File: src/rtl/lcdseq_pkg.sv
package lcdseq_pkg;

  // Input operation codes; 5..7 are treated as no-ops
  typedef enum logic [2:0] {
    OP_TICK  = 3'd0,
    OP_INIT  = 3'd1,
    OP_CLEAR = 3'd2,
    OP_CURSOR = 3'd3,
    OP_WRITE = 3'd4
  } op_e;

  localparam int unsigned PulseW = 10;
  localparam int unsigned WaitW  = 16;
  localparam int unsigned StepW  = 4;

  localparam logic [PulseW-1:0] PULSE_RESET = 10'd50;

  localparam logic [StepW-1:0] STEP_IDLE  = 4'd0;
  localparam logic [StepW-1:0] STEP_FIRST = 4'd1;
  localparam logic [StepW-1:0] INIT_STEPS = 4'd9;
  localparam logic [StepW-1:0] STEP_CMD   = 4'd10;

  localparam logic [WaitW-1:0] BOOT_WAIT  = 16'd50000;
  localparam logic [WaitW-1:0] CLEAR_WAIT = 16'd3000;

  localparam logic [7:0] BYTE_CLEAR = 8'h01;
  localparam logic [7:0] ROW0_BASE  = 8'h80;
  localparam logic [7:0] ROW1_BASE  = 8'hC0;

  typedef struct packed {
    logic [7:0]       value;
    logic             nib_only;
    logic [WaitW-1:0] wait_us;
  } init_ent_t;

  // One result transaction: pin levels after the item plus status
  typedef struct packed {
    logic       rs;
    logic       en;
    logic [3:0] nib;
    logic       busy;
    logic       rej;
  } res_t;

  // Power-up table: four bare nibbles, then five full bytes
  function automatic init_ent_t init_entry(input logic [StepW-1:0] k);
    init_ent_t e;
    case (k)
      4'd1:    e = '{8'h03, 1'b1, 16'd5000};
      4'd2:    e = '{8'h03, 1'b1, 16'd1000};
      4'd3:    e = '{8'h03, 1'b1, 16'd1000};
      4'd4:    e = '{8'h02, 1'b1, 16'd1000};
      4'd5:    e = '{8'h28, 1'b0, 16'd1000};
      4'd6:    e = '{8'h08, 1'b0, 16'd1000};
      4'd7:    e = '{8'h01, 1'b0, 16'd2000};
      4'd8:    e = '{8'h06, 1'b0, 16'd1000};
      4'd9:    e = '{8'h0C, 1'b0, 16'd1000};
      default: e = '{8'h00, 1'b0, 16'd0};
    endcase
    return e;
  endfunction

endpackage

File: src/rtl/lcdseq_core.sv
module lcdseq_core import lcdseq_pkg::*; (
  input  logic              clk_i,
  input  logic              rst_ni,
  input  logic              cfg_we_i,
  input  logic [PulseW-1:0] cfg_wdata_i,
  input  logic              accept_i,
  input  logic [2:0]        op_i,
  input  logic [1:0]        row_i,
  input  logic [6:0]        column_i,
  input  logic [7:0]        char_code_i,
  output res_t              res_o
);

  typedef enum logic [2:0] {
    PH_POST  = 3'd0,
    PH_HI_EN = 3'd1,
    PH_HI_LO = 3'd2,
    PH_LO_EN = 3'd3,
    PH_LO_LO = 3'd4,
    PH_BOOT  = 3'd5
  } phase_e;

  logic [PulseW-1:0] pulse_q;
  logic [StepW-1:0]  step_q, step_d;
  logic [WaitW-1:0]  wc_q, wc_d;
  logic [7:0]        byte_q, byte_d;
  phase_e            phase_q, phase_d;
  logic [WaitW-1:0]  post_q, post_d;
  logic              rs_q, rs_d;
  logic              en_q, en_d;
  logic [3:0]        nib_q, nib_d;
  logic              rej;

  logic [WaitW-1:0]  pulse_len;
  logic [WaitW-1:0]  wc_dec;
  logic              do_next;
  logic              start;
  logic [7:0]        start_val;
  logic              start_nib;
  logic [WaitW-1:0]  start_wait;
  init_ent_t         ent;
  logic [StepW-1:0]  load_k;

  assign pulse_len = (pulse_q == '0) ? WaitW'(1) : WaitW'(pulse_q);
  assign wc_dec    = (wc_q == '0) ? '0 : wc_q - WaitW'(1);

  always_comb begin
    step_d     = step_q;
    wc_d       = wc_q;
    byte_d     = byte_q;
    phase_d    = phase_q;
    post_d     = post_q;
    rs_d       = rs_q;
    en_d       = en_q;
    nib_d      = nib_q;
    rej        = 1'b0;
    do_next    = 1'b0;
    start      = 1'b0;
    start_val  = '0;
    start_nib  = 1'b0;
    start_wait = '0;
    load_k     = STEP_FIRST;

    case (op_i)
      OP_TICK: begin
        if (step_q != STEP_IDLE) begin
          wc_d = wc_dec;
          if (wc_dec == '0) begin
            unique case (phase_q)
              PH_HI_EN: begin
                en_d = 1'b0; nib_d = byte_q[7:4]; phase_d = PH_HI_LO; wc_d = pulse_len;
              end
              PH_HI_LO: begin
                en_d = 1'b1; nib_d = byte_q[3:0]; phase_d = PH_LO_EN; wc_d = pulse_len;
              end
              PH_LO_EN: begin
                en_d = 1'b0; nib_d = byte_q[3:0]; phase_d = PH_LO_LO; wc_d = pulse_len;
              end
              PH_LO_LO: begin
                phase_d = PH_POST;
                wc_d    = post_q;
                do_next = (post_q == '0);  // zero post-wait ends in this tick
              end
              PH_BOOT: begin
                start  = 1'b1;
                load_k = STEP_FIRST;
              end
              PH_POST: do_next = 1'b1;
              default: ;
            endcase
          end
        end
      end
      OP_INIT, OP_CLEAR, OP_CURSOR, OP_WRITE: begin
        if (step_q != STEP_IDLE) begin
          rej = 1'b1;
        end else begin
          rs_d = (op_i == OP_WRITE);
          if (op_i == OP_INIT) begin
            step_d  = STEP_FIRST;
            phase_d = PH_BOOT;
            wc_d    = BOOT_WAIT;
            post_d  = '0;
          end else begin
            step_d = STEP_CMD;
            start  = 1'b1;
            load_k = STEP_IDLE;
            if (op_i == OP_CLEAR) begin
              start_val  = BYTE_CLEAR;
              start_wait = CLEAR_WAIT;
            end else if (op_i == OP_CURSOR) begin
              case (row_i)
                2'd0:    start_val = ROW0_BASE | {1'b0, column_i};
                2'd1:    start_val = ROW1_BASE | {1'b0, column_i};
                default: start_val = {1'b0, column_i};
              endcase
            end else begin
              start_val = char_code_i;
            end
          end
        end
      end
      default: ;
    endcase

    // end of a byte: next table entry or back to idle
    if (do_next) begin
      if (step_q >= STEP_FIRST && step_q < INIT_STEPS) begin
        start  = 1'b1;
        load_k = step_q + StepW'(1);
      end else begin
        step_d  = STEP_IDLE;
        phase_d = PH_POST;
      end
    end

    ent = init_entry(load_k);
    if (start) begin
      if (load_k != STEP_IDLE) begin
        step_d     = load_k;
        start_val  = ent.value;
        start_nib  = ent.nib_only;
        start_wait = ent.wait_us;
      end
      byte_d = start_val;
      post_d = start_wait;
      en_d   = 1'b1;
      wc_d   = pulse_len;
      if (start_nib) begin
        phase_d = PH_LO_EN;
        nib_d   = start_val[3:0];
      end else begin
        phase_d = PH_HI_EN;
        nib_d   = start_val[7:4];
      end
    end
  end

  always_ff @(posedge clk_i or negedge rst_ni) begin
    if (!rst_ni) begin
      pulse_q <= PULSE_RESET;
      step_q  <= STEP_IDLE;
      wc_q    <= '0;
      byte_q  <= '0;
      phase_q <= PH_POST;
      post_q  <= '0;
      rs_q    <= 1'b0;
      en_q    <= 1'b0;
      nib_q   <= '0;
    end else begin
      if (cfg_we_i) begin
        pulse_q <= cfg_wdata_i;
      end
      if (accept_i) begin
        step_q  <= step_d;
        wc_q    <= wc_d;
        byte_q  <= byte_d;
        phase_q <= phase_d;
        post_q  <= post_d;
        rs_q    <= rs_d;
        en_q    <= en_d;
        nib_q   <= nib_d;
      end
    end
  end

  assign res_o = '{rs: rs_d, en: en_d, nib: nib_d, busy: (step_d != STEP_IDLE), rej: rej};

endmodule

File: src/rtl/lcdseq_skid.sv
module lcdseq_skid import lcdseq_pkg::*; (
  input  logic clk_i,
  input  logic rst_ni,
  input  logic in_valid_i,
  output logic in_ready_o,
  input  res_t in_data_i,
  output logic out_valid_o,
  input  logic out_ready_i,
  output res_t out_data_o
);

  logic out_v_q;
  logic skid_v_q;
  res_t out_q;
  res_t skid_q;
  logic acc;

  assign in_ready_o = !skid_v_q;
  assign acc        = in_valid_i && !skid_v_q;

  always_ff @(posedge clk_i or negedge rst_ni) begin
    if (!rst_ni) begin
      out_v_q  <= 1'b0;
      skid_v_q <= 1'b0;
    end else begin
      if (!out_v_q || out_ready_i) begin
        if (skid_v_q) begin
          out_v_q  <= 1'b1;
          skid_v_q <= 1'b0;
        end else begin
          out_v_q <= acc;
        end
      end else if (acc) begin
        skid_v_q <= 1'b1;
      end
    end
  end

  always_ff @(posedge clk_i) begin
    if (!out_v_q || out_ready_i) begin
      if (skid_v_q) begin
        out_q <= skid_q;
      end else if (acc) begin
        out_q <= in_data_i;
      end
    end else if (acc) begin
      skid_q <= in_data_i;
    end
  end

  assign out_valid_o = out_v_q;
  assign out_data_o  = out_q;

endmodule

File: src/rtl/char_lcd_nibble_interface_sequencer.sv
// Channel  | Dir | Handshake              | Payload
// s_axis   | in  | tvalid/tready          | tuser: operation; tdata: row, column, char_code
// m_axis   | out | tvalid/tready          | tuser: rs_level; tdata: enable, nibble, busy, rejected
// cfg      | in  | we (no back-pressure)  | wdata: enable_pulse_us
//
// One input transaction per clock while s_axis_tready_o is high; each yields exactly one result transaction.
// The sequencer state and the result are updated together; the result sits in
// an output register backed by a one-entry skid register.
// s_axis_tready_o drops only while the skid register holds a stalled result.
// Reset (rst_ni low, asynchronous) returns to idle, pins low, pulse width 50 ticks.
module char_lcd_nibble_interface_sequencer import lcdseq_pkg::*; (
  input  logic              clk_i,
  input  logic              rst_ni,
  // configuration
  input  logic              cfg_we_i,
  input  logic [PulseW-1:0] cfg_wdata_i,     // enable_pulse_us
  // command / tick stream
  input  logic              s_axis_tvalid_i,
  output logic              s_axis_tready_o,
  input  logic [2:0]        s_axis_tuser_i,  // [2:0] operation
  input  logic [23:0]       s_axis_tdata_i,  // [1:0] row, [8:2] column, [16:9] char_code
  // pin level stream
  output logic              m_axis_tvalid_o,
  input  logic              m_axis_tready_i,
  output logic              m_axis_tuser_o,  // [0] rs_level
  output logic [7:0]        m_axis_tdata_o   // [0] enable_level, [4:1] data_nibble,
                                             // [5] busy_res, [6] rejected
);

  logic accept;
  res_t res;
  res_t res_out;

  assign accept = s_axis_tvalid_i && s_axis_tready_o;

  // sequencer: counters, table walk and pin registers
  lcdseq_core u_core (
    .clk_i       (clk_i),
    .rst_ni      (rst_ni),
    .cfg_we_i    (cfg_we_i),
    .cfg_wdata_i (cfg_wdata_i),
    .accept_i    (accept),
    .op_i        (s_axis_tuser_i),
    .row_i       (s_axis_tdata_i[1:0]),
    .column_i    (s_axis_tdata_i[8:2]),
    .char_code_i (s_axis_tdata_i[16:9]),
    .res_o       (res)
  );

  // result register with skid, decouples output stalls from input
  lcdseq_skid u_skid (
    .clk_i       (clk_i),
    .rst_ni      (rst_ni),
    .in_valid_i  (s_axis_tvalid_i),
    .in_ready_o  (s_axis_tready_o),
    .in_data_i   (res),
    .out_valid_o (m_axis_tvalid_o),
    .out_ready_i (m_axis_tready_i),
    .out_data_o  (res_out)
  );

  assign m_axis_tuser_o = res_out.rs;
  assign m_axis_tdata_o = {1'b0, res_out.rej, res_out.busy, res_out.nib, res_out.en};

endmodule

File: config.mk
export PLATFORM = sky130hd
export DESIGN_NAME = char_lcd_nibble_interface_sequencer
export DESIGN_NICKNAME = d
export VERILOG_FILES = /design/src/rtl/lcdseq_pkg.sv /design/src/rtl/lcdseq_core.sv /design/src/rtl/lcdseq_skid.sv /design/src/rtl/char_lcd_nibble_interface_sequencer.sv
export SDC_FILE = /design/constraint.sdc
export NUM_CORES = 1
export LEC_CHECK = 0
export BUFFER_PORTS_ARGS = -buffer_cell sky130_fd_sc_hd__buf_4
export CORE_ASPECT_RATIO = 0.8
export CORE_MARGIN = 5
export CORE_UTILIZATION = 35
export CTS_CLUSTER_SIZE = 24
export DETAILED_ROUTE_END_ITERATION = 8
export GPL_ROUTABILITY_DRIVEN = 0
export PLACE_DENSITY = 0.57
export SLEW_MARGIN = 20
export SYNTH_ARGS = -nofsm -noshare
export SYNTH_HDL_FRONTEND = slang
export SYNTH_SLANG_ARGS = --single-unit
File: constraint.sdc
create_clock -name clk_i -period 4.35 [get_ports clk_i]
set_input_delay 0.87 -clock clk_i [delete_from_list [all_inputs] [get_ports clk_i]]
set_output_delay 0.87 -clock clk_i [all_outputs]
set_load 0.02 [all_outputs]
==> metrics.md <==
| Metric | Value |
|---|---|
| Final Max Slew Viols | 0 |
| Count leader, synth | nand2_1 |
| Largest net degree at the start of global routing | 58 |
| CTS Buffer Depth | 2 |
| Skew-Pair Late Insertion Delay | 0.35 ns |
| Synth unique cells | 88 |
| Clock Skews | 0.00938 ns |
| Area of the die | 0.0160 mm² |
| Top FF cell, synth | dfrtp_1 |
| Die height | 114 µm |
| Number of diodes | 0 |
| Req. time, crit path | 4.44 ns |
| Die X | 140 µm |
| Antenna violations before repair | 0 |
| Final period utilization | 95.0% |
| Critical path class | register to register |
| Starting Density | 35.4% |
| Synth area leader | dfrtp_1 |
| CP max-delay cell | or4b_1 |
| Detail Placement HPWL | 10,000 µm |
| FF+latch count, synth | 73 |
| Element type at the critical path end | register |
| Post-synth EDFFs | 16 |
| Fin nets | 621 |
| Worst hold-check path type | register to register |
| Syn Nets | 565 |
| Top cells by count, synth | 67 x nand2_1, 54 x dfrtp_1, 42 x nor2_1 |
| Rows | 38 |
| Switch share | 36.9% |
| Status | finished, final reports clean |
| Post-DRT Antenna Nets | 0 |
| Syn Area/Cell | 9.24 µm² |
| Comb power frac | 36.2% |
| Critical path fanouts, max | 7 |
| Cell Pwr Density | 502 mW/mm² |
| Post-DP Area | 0.00531 mm² |
| Clock network power share | 27.3% |
| Layer with the highest usage | met1 |
| P_leak | 2.37 nW |
| Crit path launch type | register |
| Post-route cell area | 0.00563 mm² |
| Via count | 4,252 |
| Core footprint | 0.0134 mm² |
| Clock slew at reported path FFs | 0.06 ns |
| VDD IR max | 0.196 mV |
| Crit-path cells | or3_2 > or4b_1 > or2_2 > nand3_2 > o31a_4 > nor2_4 > a21oi_1 > inv_1 > ha_2 > o211ai_1 > nor2_1 > a31oi_1 > o211ai_2 > mux2_2 |
| Total Neg Setup Slack | 0 ns |
| Routed Wire Length | 13,300 µm |
| Sw power | 1.04 mW |
| Clock buffer count from CTS | 9 |
| CP arrival | 4.23 ns |
| CP bufs+invs | 1 |
| GRT met2 Usage | 23.5% |
| DR vias/cell | 5.63 |
| Slowest stage delay, CP | 0.62 ns |
| Least-Margin Pin Slew | 0.805 ns |
| Worst path top cell family by delay | simple AND/OR/NAND/NOR gates |
| Synth Cell Area | 0.00475 mm² |
| Max cap viols | 0 |
| Total gr overflow | 0 |
| Clk sink count | 73 |
| Total track usage | 17.1% |
| DR pass1 iterations | 5 |
| Area grow syn2layout | 18.6% |
| Register area share after synthesis | 40.2% |
| RSZ-0062 raised after global routing | false |
| Post-Syn Instances | 514 |
| Global-route wire length before repair | 21,700 µm |
| Sequential cell fraction of total power | 36.5% |
| Vias in the first global route | 4,053 |
| WL/cell | 17.6 µm |
| Period minus WS final | 4.13 ns |
| Share of cells above drive strength 1 | 24.5% |
| Synth warnings | 0 |
| I/O Buffers | 44 |
| Top post-synthesis cells by area | dfrtp_1 28%, edfxtp_1 10%, nand2_1 5.3%, mux2_2 4.0%, a21oi_1 3.5% |
| Residual DRC | 0 |
| H-Tree Level Count | 3 |
| Clock root cell | clkbuf_16 |
| Fmax | 0.242 GHz |
| Met1 Track Usage GR | 25.8% |
| Share of the synthesized area in the top cell type | 28.5% |
| Fin. Hold Viols | 0 |
| Iter 0 DRT Violations | 525 |
| Int Power | 1.78 mW |
| TritonCTS clock tree | built |
| Grt met3 use | 3.63% |
| Asr flop ratio synth | 78.1% |
| Worst Hold Slack | 0.489 ns |
| Max_slew headroom | 46.0% |
| Final number of setup-violating endpoints | 0 |
| Number of top-level pins | 53 |
placed cells by master, fill, tap and decap left out, types with 12 or more instances in the layout:
cell,count
mux2i_1,12
edfxtp_1,16
o21ai_0,28
o21ai_1,14
buf_4,74
nor3_1,14
mux2_2,17
inv_1,14
a21oi_1,33
nor2_1,42
dfrtp_1,54
nand2_1,67
through the flow:
stage	util, %	worst slack [ns]	instances	total power [mW]
CTS	41.9	0.198	755	2.83
detailed placement	39.6	0.228	739	2.04
finish	42.0	0.218	755	2.83
global placement	39.6	0.256	739	2.02
global route	42.0	0.00823	755	3.00
floorplan	-	0.363	514	1.73
state kept, by name, summed over array words and instances (netlist names):
register / cells
u_core.byte_q: 8
u_core.en_q: 1
u_core.nib_q: 4
u_core.phase_q: 3
u_core.post_q: 8
u_core.pulse_q: 10
u_core.rs_q: 1
u_core.step_q: 4
u_core.wc_q: 16
u_skid.out_data_o: 8
u_skid.out_valid_o: 1
u_skid.skid_q: 8
u_skid.skid_v_q: 1
power by group through the flow:
stage | clock [mW] | combinational (mW) | sequential (mW)
2_1_floorplan | 0 | 0.723 | 1.01
3_3_place_gp | 0 | 0.984 | 1.03
3_5_place_dp | 0 | 1.01 | 1.04
4_1_cts | 0.788 | 1.01 | 1.03
5_1_grt | 0.813 | 1.13 | 1.06
6_report | 0.772 | 1.02 | 1.03
tightest hold or removal path: stages (launching register included):
cell	delay [ns]
dfrtp_1	0.35
nand2_1	0.05
nand2_1	0.06
cells by family after synthesis:
kind of cell / Yosys count / share of synthesized area (%)
flops: 73 / 40.2
mux: 29 / 6.56
compound gates: 157 / 22.5
buf+inv: 44 / 5.69
simple gates: 187 / 20.0
other cells: 1 / 0.0790
xor+xnor: 14 / 2.58
fa+ha+maj: 9 / 2.37
what timing repair did:
action	CTS	global route
hold buffers	0	0
setup buffers	0	0
gates resized for setup	0	2
endpoints found under the setup margin	0	13
cell type report:
cell class / count / area (µm²)
fillers: 1338 / 7780
clock buffers: 11 / 243
flip-flops and latches: 73 / 1910
inverters: 15 / 56.3
repair buffers: 74 / 556
clock inverters: 5 / 63.8
multi-input cells: 397 / 2570
well taps: 180 / 225
final timing paths:
path                                   from              endpoint  slack, ns  cells after the start
min in group asynchronous            rst_ni     u_core.pulse_q[9]       0.59                      1
hold / removal             u_core.byte_q[3]      u_core.byte_q[3]       0.49                      2
setup reg to reg             u_core.wc_q[5]  u_skid.out_data_o[3]       0.22                     14
hold reg to reg            u_core.byte_q[3]      u_core.byte_q[3]       0.49                      2
max in group asynchronous            rst_ni       u_core.nib_q[1]       3.25                      1
setup / recovery             u_core.wc_q[5]  u_skid.out_data_o[3]       0.22                     14
metal layers:
metal | share of wire (%) | up-vias | routed length [µm]
li1 | - | 2021 | -
met3 | 7.5 | 24 | 1000
met1 | 50 | 2022 | 6600
met5 | 0 | - | 0
met4 | 1.8 | 0 | 243
met2 | 41 | 185 | 5460
Power figures use the tool's default switching activity.
